<file path="src/hw/rtl/charlieplexed_led_level_decoder_assert.svh">
// Assertion macros used by the charge-indicator level decoder top level.
`ifndef CHARLIEPLEXED_LED_LEVEL_DECODER_ASSERT_SVH
`define CHARLIEPLEXED_LED_LEVEL_DECODER_ASSERT_SVH

// The condition must never hold at a clock edge outside reset.
`define CLD_ASSERT_NEVER(label, clk, rst_n, cond) \
	label: assert property (@(posedge clk) disable iff (!rst_n) !(cond)) \
		else $error("never condition hit");

// Whenever the antecedent holds, the consequent must hold in the same cycle.
`define CLD_ASSERT_IMPLIES(label, clk, rst_n, ante, cons) \
	label: assert property (@(posedge clk) disable iff (!rst_n) (ante) |-> (cons)) \
		else $error("implication failed");

`endif

</file>
<file path="src/hw/rtl/cld_pkg.sv">
// Types, constants and the level-code table of the charge-indicator level decoder.
package cld_pkg;

	localparam int unsigned WinW   = 10;
	localparam int unsigned DutyW  = 11;
	localparam int unsigned LevelW = 10;
	localparam int unsigned CmpW   = 4;
	localparam int unsigned CodeW  = 3;
	localparam int unsigned LedN   = 4;
	localparam int unsigned CfgIdxW  = 2;
	localparam int unsigned CfgDataW = 11;

	// Configuration register indexes.
	localparam logic [CfgIdxW-1:0] CFG_WINDOW_SAMPLES   = 2'd0;
	localparam logic [CfgIdxW-1:0] CFG_ON_THRESHOLD     = 2'd1;
	localparam logic [CfgIdxW-1:0] CFG_ANALOG_THRESHOLD = 2'd2;
	localparam logic [CfgIdxW-1:0] CFG_COMPARE_WINDOWS  = 2'd3;

	// Register values after reset.
	localparam logic [WinW-1:0]   RST_WINDOW_SAMPLES   = 10'd1000;
	localparam logic [DutyW-1:0]  RST_ON_THRESHOLD     = 11'd400;
	localparam logic [LevelW-1:0] RST_ANALOG_THRESHOLD = 10'd500;
	localparam logic [CmpW-1:0]   RST_COMPARE_WINDOWS  = 4'd10;

	// Lit patterns that carry a level, and their codes.
	localparam logic [LedN-1:0] LIT_FOUR  = 4'hF;
	localparam logic [LedN-1:0] LIT_THREE = 4'hE;
	localparam logic [LedN-1:0] LIT_TWO   = 4'hC;
	localparam logic [LedN-1:0] LIT_ONE   = 4'h8;

	localparam logic [CodeW-1:0] CODE_NONE  = 3'd0;
	localparam logic [CodeW-1:0] CODE_ONE   = 3'd1;
	localparam logic [CodeW-1:0] CODE_TWO   = 3'd2;
	localparam logic [CodeW-1:0] CODE_THREE = 3'd4;
	localparam logic [CodeW-1:0] CODE_FOUR  = 3'd6;

	typedef struct packed {
		logic a;
		logic b;
		logic c;
	} sample_t;

	typedef struct packed {
		logic [WinW-1:0]  window_samples;
		logic [DutyW-1:0] on_threshold;
		logic [CmpW-1:0]  compare_windows;
	} cfg_t;

	typedef struct packed {
		logic [CodeW-1:0] level_code;
		logic             charging;
		logic [LedN-1:0]  lit_pattern;
	} result_t;

	function automatic logic [CodeW-1:0] code_of(input logic [LedN-1:0] lit);
		logic [CodeW-1:0] code;
		case (lit)
			LIT_FOUR:  code = CODE_FOUR;
			LIT_THREE: code = CODE_THREE;
			LIT_TWO:   code = CODE_TWO;
			LIT_ONE:   code = CODE_ONE;
			default:   code = CODE_NONE;
		endcase
		return code;
	endfunction

endpackage

</file>
<file path="src/hw/rtl/cld_sample_stage.sv">
// Input register: takes one pin sample and resolves the analog pin to a level.
module cld_sample_stage (
	input  logic                          clk,
	input  logic                          arst_n,
	input  logic                          in_valid,
	output logic                          in_stall,
	input  logic                          pin_one,
	input  logic                          pin_two,
	input  logic [cld_pkg::LevelW-1:0]    pin_three_level,
	input  logic [cld_pkg::LevelW-1:0]    analog_threshold,
	input  logic                          advance,
	output logic                          valid_s1,
	output cld_pkg::sample_t              sample_s1
);

	logic take;

	// The held sample blocks a new one only when it cannot move on.
	assign in_stall = valid_s1 && !advance;
	assign take     = in_valid && !in_stall;

	always_ff @(posedge clk or negedge arst_n) begin
		if (!arst_n) begin
			valid_s1 <= 1'b0;
		end else if (take) begin
			valid_s1 <= 1'b1;
		end else if (advance) begin
			valid_s1 <= 1'b0;
		end
	end

	always_ff @(posedge clk) begin
		if (take) begin
			sample_s1.a <= pin_one;
			sample_s1.b <= pin_two;
			sample_s1.c <= pin_three_level > analog_threshold;
		end
	end

endmodule

</file>
<file path="src/hw/rtl/cld_measure.sv">
// Duty counters, window end, lit pattern and the measurement sequence.
module cld_measure (
	input  logic              clk,
	input  logic              arst_n,
	input  logic              step,
	input  cld_pkg::sample_t  sample,
	input  cld_pkg::cfg_t     cfg,
	output logic              emit,
	output cld_pkg::result_t  result
);

	logic [cld_pkg::WinW-1:0]  sample_count_q;
	logic [cld_pkg::DutyW-1:0] duty_q [cld_pkg::LedN];
	logic [cld_pkg::CmpW-1:0]  window_index_q;
	logic [cld_pkg::CodeW-1:0] first_code_q;

	logic [1:0]                inc [cld_pkg::LedN];
	logic [cld_pkg::DutyW-1:0] duty_nx [cld_pkg::LedN];
	logic [cld_pkg::WinW-1:0]  count_nx;
	logic [cld_pkg::WinW-1:0]  win_len;
	logic                      win_end;
	logic [cld_pkg::LedN-1:0]  lit;
	logic [cld_pkg::CodeW-1:0] code;
	logic [cld_pkg::CodeW-1:0] max_code;
	logic                      differs;

	always_comb begin
		// Each LED gains one for its direct condition and one more when the
		// two digital pins disagree in its favour.
		inc[0] = {1'b0, sample.a && !sample.c} + {1'b0, sample.a && !sample.b};
		inc[1] = {1'b0, !sample.a && sample.c} + {1'b0, !sample.a && sample.b};
		inc[2] = {1'b0, sample.b && !sample.c} + {1'b0, !sample.a && sample.b};
		inc[3] = {1'b0, !sample.b && sample.c} + {1'b0, sample.a && !sample.b};
		for (int i = 0; i < cld_pkg::LedN; i++) begin
			duty_nx[i] = duty_q[i] + {{(cld_pkg::DutyW-2){1'b0}}, inc[i]};
			lit[cld_pkg::LedN-1-i] = duty_nx[i] > cfg.on_threshold;
		end
		count_nx = sample_count_q + 1'b1;
		win_len  = (cfg.window_samples == '0) ? {{(cld_pkg::WinW-1){1'b0}}, 1'b1}
		                                      : cfg.window_samples;
		win_end  = count_nx >= win_len;
		code     = cld_pkg::code_of(lit);
		differs  = code != first_code_q;
		max_code = (code > first_code_q) ? code : first_code_q;
	end

	always_comb begin
		emit   = 1'b0;
		result = '{level_code: first_code_q, charging: 1'b0, lit_pattern: lit};
		if (win_end) begin
			if (window_index_q == '0) begin
				emit              = cfg.compare_windows == '0;
				result.level_code = code;
			end else if (differs) begin
				emit              = 1'b1;
				result.level_code = max_code;
				result.charging   = 1'b1;
			end else begin
				emit = window_index_q >= cfg.compare_windows;
			end
		end
	end

	always_ff @(posedge clk or negedge arst_n) begin
		if (!arst_n) begin
			sample_count_q <= '0;
			window_index_q <= '0;
			first_code_q   <= '0;
			for (int i = 0; i < cld_pkg::LedN; i++) begin
				duty_q[i] <= '0;
			end
		end else if (step) begin
			if (win_end) begin
				sample_count_q <= '0;
				for (int i = 0; i < cld_pkg::LedN; i++) begin
					duty_q[i] <= '0;
				end
				if (window_index_q == '0) begin
					first_code_q <= code;
				end
				if (emit) begin
					window_index_q <= '0;
				end else begin
					window_index_q <= window_index_q + 1'b1;
				end
			end else begin
				sample_count_q <= count_nx;
				for (int i = 0; i < cld_pkg::LedN; i++) begin
					duty_q[i] <= duty_nx[i];
				end
			end
		end
	end

endmodule

</file>
<file path="src/hw/rtl/charlieplexed_led_level_decoder.sv">
// Top level of the charge-indicator level decoder: configuration, handshakes, result register.
//
//  Channel   Direction  Handshake            Payload
//  input     in         in_valid / in_stall  pin_one, pin_two, pin_three_level
//  result    out        out_valid / out_stall level_code, charging, lit_pattern
//  config    in         cfg_we               cfg_index, cfg_data
//
// One pin sample is taken every cycle while in_stall is low. A sample passes through the input register
// and then updates the counters; a result is loaded into the result register when the
// sample that ends its measurement moves on from the input register, and is offered
// with out_valid from that same edge on.
// Reset is asynchronous and restores the default window, thresholds and compare count.
// A stall on the result side holds the input only when the waiting sample would
// finish a measurement while the previous result is still held.
`include "charlieplexed_led_level_decoder_assert.svh"

module charlieplexed_led_level_decoder (
	input  logic                            clk,
	input  logic                            arst_n,
	input  logic                            in_valid,
	output logic                            in_stall,
	input  logic                            pin_one,
	input  logic                            pin_two,
	input  logic [cld_pkg::LevelW-1:0]      pin_three_level,
	output logic                            out_valid,
	input  logic                            out_stall,
	output logic [cld_pkg::CodeW-1:0]       level_code,
	output logic                            charging,
	output logic [cld_pkg::LedN-1:0]        lit_pattern,
	input  logic                            cfg_we,
	input  logic [cld_pkg::CfgIdxW-1:0]     cfg_index,
	input  logic [cld_pkg::CfgDataW-1:0]    cfg_data
);

	// Configuration registers.
	logic [cld_pkg::WinW-1:0]   window_samples_q;
	logic [cld_pkg::DutyW-1:0]  on_threshold_q;
	logic [cld_pkg::LevelW-1:0] analog_threshold_q;
	logic [cld_pkg::CmpW-1:0]   compare_windows_q;
	cld_pkg::cfg_t              cfg;

	always_ff @(posedge clk or negedge arst_n) begin
		if (!arst_n) begin
			window_samples_q   <= cld_pkg::RST_WINDOW_SAMPLES;
			on_threshold_q     <= cld_pkg::RST_ON_THRESHOLD;
			analog_threshold_q <= cld_pkg::RST_ANALOG_THRESHOLD;
			compare_windows_q  <= cld_pkg::RST_COMPARE_WINDOWS;
		end else if (cfg_we) begin
			case (cfg_index)
				cld_pkg::CFG_WINDOW_SAMPLES:   window_samples_q   <= cfg_data[cld_pkg::WinW-1:0];
				cld_pkg::CFG_ON_THRESHOLD:     on_threshold_q     <= cfg_data[cld_pkg::DutyW-1:0];
				cld_pkg::CFG_ANALOG_THRESHOLD: analog_threshold_q <= cfg_data[cld_pkg::LevelW-1:0];
				cld_pkg::CFG_COMPARE_WINDOWS:  compare_windows_q  <= cfg_data[cld_pkg::CmpW-1:0];
				default: ;
			endcase
		end
	end

	assign cfg = '{window_samples: window_samples_q, on_threshold: on_threshold_q,
	               compare_windows: compare_windows_q};

	// Sample stage and measurement logic.
	logic             valid_s1;
	cld_pkg::sample_t sample_s1;
	logic             advance;
	logic             emit;
	logic             out_free;
	logic             load;
	cld_pkg::result_t result;
	cld_pkg::result_t res_q;
	logic             out_valid_q;

	// The result register can take a new item when empty or being emptied now.
	assign out_free = !out_valid_q || !out_stall;
	// A sample that finishes nothing may always move on; one that ends a
	// measurement needs room in the result register.
	assign advance  = valid_s1 && (!emit || out_free);
	assign load     = advance && emit;

	cld_sample_stage u_sample (
		.clk              (clk),
		.arst_n           (arst_n),
		.in_valid         (in_valid),
		.in_stall         (in_stall),
		.pin_one          (pin_one),
		.pin_two          (pin_two),
		.pin_three_level  (pin_three_level),
		.analog_threshold (analog_threshold_q),
		.advance          (advance),
		.valid_s1         (valid_s1),
		.sample_s1        (sample_s1)
	);

	cld_measure u_measure (
		.clk    (clk),
		.arst_n (arst_n),
		.step   (advance),
		.sample (sample_s1),
		.cfg    (cfg),
		.emit   (emit),
		.result (result)
	);

	// Result register.
	always_ff @(posedge clk or negedge arst_n) begin
		if (!arst_n) begin
			out_valid_q <= 1'b0;
		end else if (load) begin
			out_valid_q <= 1'b1;
		end else if (!out_stall) begin
			out_valid_q <= 1'b0;
		end
	end

	always_ff @(posedge clk) begin
		if (load) begin
			res_q <= result;
		end
	end

	assign out_valid   = out_valid_q;
	assign level_code  = res_q.level_code;
	assign charging    = res_q.charging;
	assign lit_pattern = res_q.lit_pattern;

	// A held, stalled result is never overwritten.
	`CLD_ASSERT_NEVER(a_no_overwrite, clk, arst_n, out_valid_q && out_stall && load)
	// An empty input register never holds the input back.
	`CLD_ASSERT_IMPLIES(a_empty_no_stall, clk, arst_n, !valid_s1, !in_stall)
	// A charging result reports the larger of two different codes, so never zero.
	`CLD_ASSERT_IMPLIES(a_charge_code, clk, arst_n, out_valid && charging,
		level_code != cld_pkg::CODE_NONE)
	// Only the five level codes can appear.
	`CLD_ASSERT_IMPLIES(a_code_set, clk, arst_n, out_valid,
		level_code == cld_pkg::CODE_NONE || level_code == cld_pkg::CODE_ONE ||
		level_code == cld_pkg::CODE_TWO || level_code == cld_pkg::CODE_THREE ||
		level_code == cld_pkg::CODE_FOUR)

endmodule
</file>
<file path="config.mk">
export PLATFORM = sky130hd
export DESIGN_NAME = charlieplexed_led_level_decoder
export DESIGN_NICKNAME = d
export VERILOG_FILES = /design/src/hw/rtl/cld_pkg.sv /design/src/hw/rtl/cld_sample_stage.sv /design/src/hw/rtl/cld_measure.sv /design/src/hw/rtl/charlieplexed_led_level_decoder.sv
export VERILOG_INCLUDE_DIRS = /design/src /design/src/hw/rtl
export SDC_FILE = /design/constraint.sdc
export NUM_CORES = 1
export LEC_CHECK = 0
export ABC_CLOCK_PERIOD_IN_PS = 5800
export BUFFER_PORTS_ARGS = -buffer_cell sky130_fd_sc_hd__buf_2
export CAP_MARGIN = 20
export CORE_UTILIZATION = 60
export CTS_CLUSTER_SIZE = 40
export DETAILED_ROUTE_END_ITERATION = 16
export PLACE_DENSITY = 0.85
export SYNTH_ARGS = -nofsm -noshare
export SYNTH_HDL_FRONTEND = slang
export SYNTH_SLANG_ARGS = --single-unit
export TNS_END_PERCENT = 100
</file>
<file path="constraint.sdc">
create_clock -name clk -period 5.8 [get_ports clk]
set_clock_uncertainty 0.05 [all_clocks]
set_input_delay 0.58 -clock clk [delete_from_list [all_inputs] [get_ports clk]]
set_output_delay 0.58 -clock clk [all_outputs]
set_load 0.05 [all_outputs]
</file>
==> impl_metrics.py <==
metrics = {
    "status": {
        "outcome": "finished clean",
    },
    "clocking": {
        "cts_tree": "done",
        "clk_latency_ps": 360,
        "cts_sinks": 109,
        "cts_hold_buf": 0,
        "cts_made_buffers": 9,
        "cts_htree_levels": 3,
        "cts_root_buf": "clkbuf_16",
        "clkTransAtPathRegs_ps": 70,
        "cts_buffer_depth": 2,
    },
    "finish": {
        "drive_above_1_share_pct": 19.4,
        "diodes": 0,
        "layout.nets": 847,
        "area_growth_pct": 13.2,
        "final_core_util_pct": 71.1,
        "final_area_mm2": 0.00788,
        "instances_no_fill": 876,
    },
    "routing": {
        "wl_per_cell_um": 19.5,
        "vias": 5548,
        "drt_iter0_drc": 585,
        "dr.pass1.iters": 5,
        "via_per_inst": 6.33,
        "postRouteAntennaNets": 0,
        "drt-total-wl_mm": 17.1,
        "drcViolationCount": 0,
    },
    "sta": {
        "setup_violations": 0,
        "hold_viol": 0,
        "worstMarginPinSlew_ps": 1120,
        "tns_ps": 0,
        "post-route-period-util_pct": 97.6,
        "fin_crit_ps": 5660,
        "slew_violations": 0,
        "hold_slack_ps": 31.9,
        "worst_slack_ps": 136,
        "max_slew_margin_pct": 24.9,
        "fmax_mhz": 177,
    },
    "setup_path": {
        "r2r_start": "u_sample.sample_s1[1]",
        "reg2reg_depth": 21,
        "worstReg2RegEnd": "u_measure.first_code_q[0]",
        "cp.arrival_ps": 5030,
        "crit_fanout": 5,
        "required_ps": 5170,
        "cp-start-kind": "flop",
        "critPathKind": "flop to output port",
        "endpoint_kind": "output port",
        "r2r_slack_ps": 410,
        "crit_path_start": "u_sample.sample_s1[1]",
    },
    "synthesis": {
        "synth.top_cell.area_share_pct": 29.1,
        "syn_nets": 800,
        "synthFlopType": "dfrtp_1",
        "ys_types": 53,
        "avgSynthCellArea_um2": 10.2,
        "ys_seq_area_share_pct": 40.3,
        "netlist_area_mm2": 0.00696,
        "synth_warnings": 0,
        "synthCells": 684,
        "synth_area_leaders": "dfrtp_1, ha_1, dfstp_2",
        "ys_ff_latch": 109,
        "yosys.area.top_type": "dfrtp_1",
        "synth-edff-count": 11,
        "async_flop_share_pct": 89.9,
    },
    "grt": {
        "grt_pass1_wl_mm": 26.3,
        "grt_usage_pct": 29.2,
        "grt_max_degree": 82,
        "overflow": 0,
        "grt_pass1_vias": 5401,
        "antenna_found_initial": 0,
    },
    "pwr": {
        "powerDensity_mw_per_mm2": 353,
        "switchingPower_mw": 1.04,
        "p_comb_share_pct": 37.4,
        "p_clk_share_pct": 22.9,
        "pwr-share-seq_pct": 39.7,
        "vdd_drop_max_v": 0.000292,
        "switching_share_pct": 37.5,
        "p_leak_nw": 3.74,
        "p_int_mw": 1.74,
        "total_power_mw": 2.78,
    },
    "placement": {
        "dpl_cell_area_mm2": 0.00731,
        "dpl.hpwl_mm": 11.6,
        "port_buffers": 39,
        "gp_congestion": 0.872,
        "dp_slack_ps": 141,
        "dp_cells": 851,
    },
    "floorplan": {
        "chipWidth_um": 110,
        "dieArea_mm2": 0.0120,
        "core_mm2": 0.0111,
        "initial_core_util_pct": 62.8,
        "std_cell_rows": 38,
        "ioPinCount": 40,
        "die_h_um": 110,
    },
    "worst_hold_path": {
        "min_path_type": "input port to asynchronous set/reset pin",
    },
    "job": {
        "maxCapViolations": 0,
    },
}
[state kept, by name (all words and copies together) (netlist names)]
register,cells
u_measure.first_code_q,3
u_sample.valid_s1,1
window_samples_q,10
u_measure.sample_count_q,10
lit_pattern,4
u_sample.sample_s1,3
charging,1
u_measure.duty_q,44
compare_windows_q,4
on_threshold_q,11
level_code,3
out_valid,1
u_measure.window_index_q,4
analog_threshold_q,10
[what timing repair did]
action / CTS / global route
endpoints found under the hold margin: 0 / 0
setup endpoints to repair: 1 / 2
pin swaps: 0 / 11
setup buffers: 0 / 8
gates resized for setup: 4 / 34
[layer usage]
layer	vias up	global-route usage (%)	share of wire [%]
met2	224	48.6	50
li1	2572	-	-
met5	-	0	0
met3	59	6.52	5.9
met1	2693	36.4	41
met4	0	13.0	3.4
[cells in the mapped netlist, types with 9 or more instances]
cell type and n:
ha_1 82, nor2_1 31, o21ai_0 38, nand4_1 18, xor2_1 18, a22o_1 29
a21o_1 9, mux2_2 30, xnor2_1 26, o21a_1 11, nand3_1 26, edfxtp_1 11
dfstp_2 17, dfrtp_1 81, nor2b_1 9, nand2_1 46, a21oi_1 24, inv_1 56
nor3_1 14, clkbuf_1 10
[final cells by class]
| type | count | area [um^2] |
|---|---|---|
| clock buffers | 10 | 229 |
| clock inverters | 6 | 67.6 |
| fillers | 734 | 3200 |
| inverters | 56 | 210 |
| multi-input cells | 501 | 4040 |
| flip-flops and latches | 109 | 2800 |
| well taps | 140 | 175 |
| repair buffers | 54 | 357 |
[power groups by stage]
stage          Clock (mW)  Sequential, mW  Combinational [mW]
2_1_floorplan           0            1.07               0.704
3_3_place_gp            0            1.09               0.877
3_5_place_dp            0            1.10               0.938
4_1_cts             0.641            1.09               0.952
5_1_grt             0.670            1.12                1.16
6_report            0.636            1.10                1.04
[worst max path at each step]
stage                          end  slack [ps]  cells after the start
after floorplan           in_stall         470                     23
after global placement    in_stall         440                     23
after CTS                 in_stall          40                     23
after global routing      in_stall        -110                     22
after detailed placement  in_stall         140                     23
final                     in_stall         140                     24
[placed cells by master (no fill, tap or decap), types with 6 or more instances in the layout]
cell type  count
a21oi_1       21
xor2_1        17
ha_1          79
nor3b_1        6
inv_1         55
nor2b_1        7
o21a_1        10
clkbuf_16      9
nand3_1       26
buf_4         13
nor3_1        13
xnor2_1       25
a21o_1         9
dfstp_2       17
a22o_1        29
dfrtp_1       81
nor2_1        30
buf_2         37
mux2_2        30
nand4_1       18
o21ai_0       36
nand2b_1       6
edfxtp_1      11
nand2_1       44
[critical path, stage by stage, from the launching register on]
cell and delay (ps):
edfxtp_1 450, buf_4 140, nand2b_1 70, fa_1 410, inv_2 80, ha_1 160
nand2_2 80, or4_4 530, xnor2_4 180, ha_4 300, nand4_1 150, o211ai_1 180
o31ai_2 130, a21oi_4 200, buf_6 150, xor2_4 160, nor2_1 60, ha_1 310
nand4b_1 120, mux2i_1 70, o21ai_1 130, o21a_2 230, nand2_4 90, nor2_4 120
buf_8 150
[kinds of logic (layout without fill, tap and decap cells)]
family	Yosys count	after routing	share of synthesized area [%]
xor gates and xnor gates	44	44	5.54
adders and majority gates	86	86	15.9
AOI/OAI and AO/OA	158	158	15.6
and+or+nand+nor	181	181	13.3
buffers and inverters	74	126	4.32
muxes	32	32	5.14
DFF	109	109	40.3
Note: power is estimated with default switching activity, not from simulation.
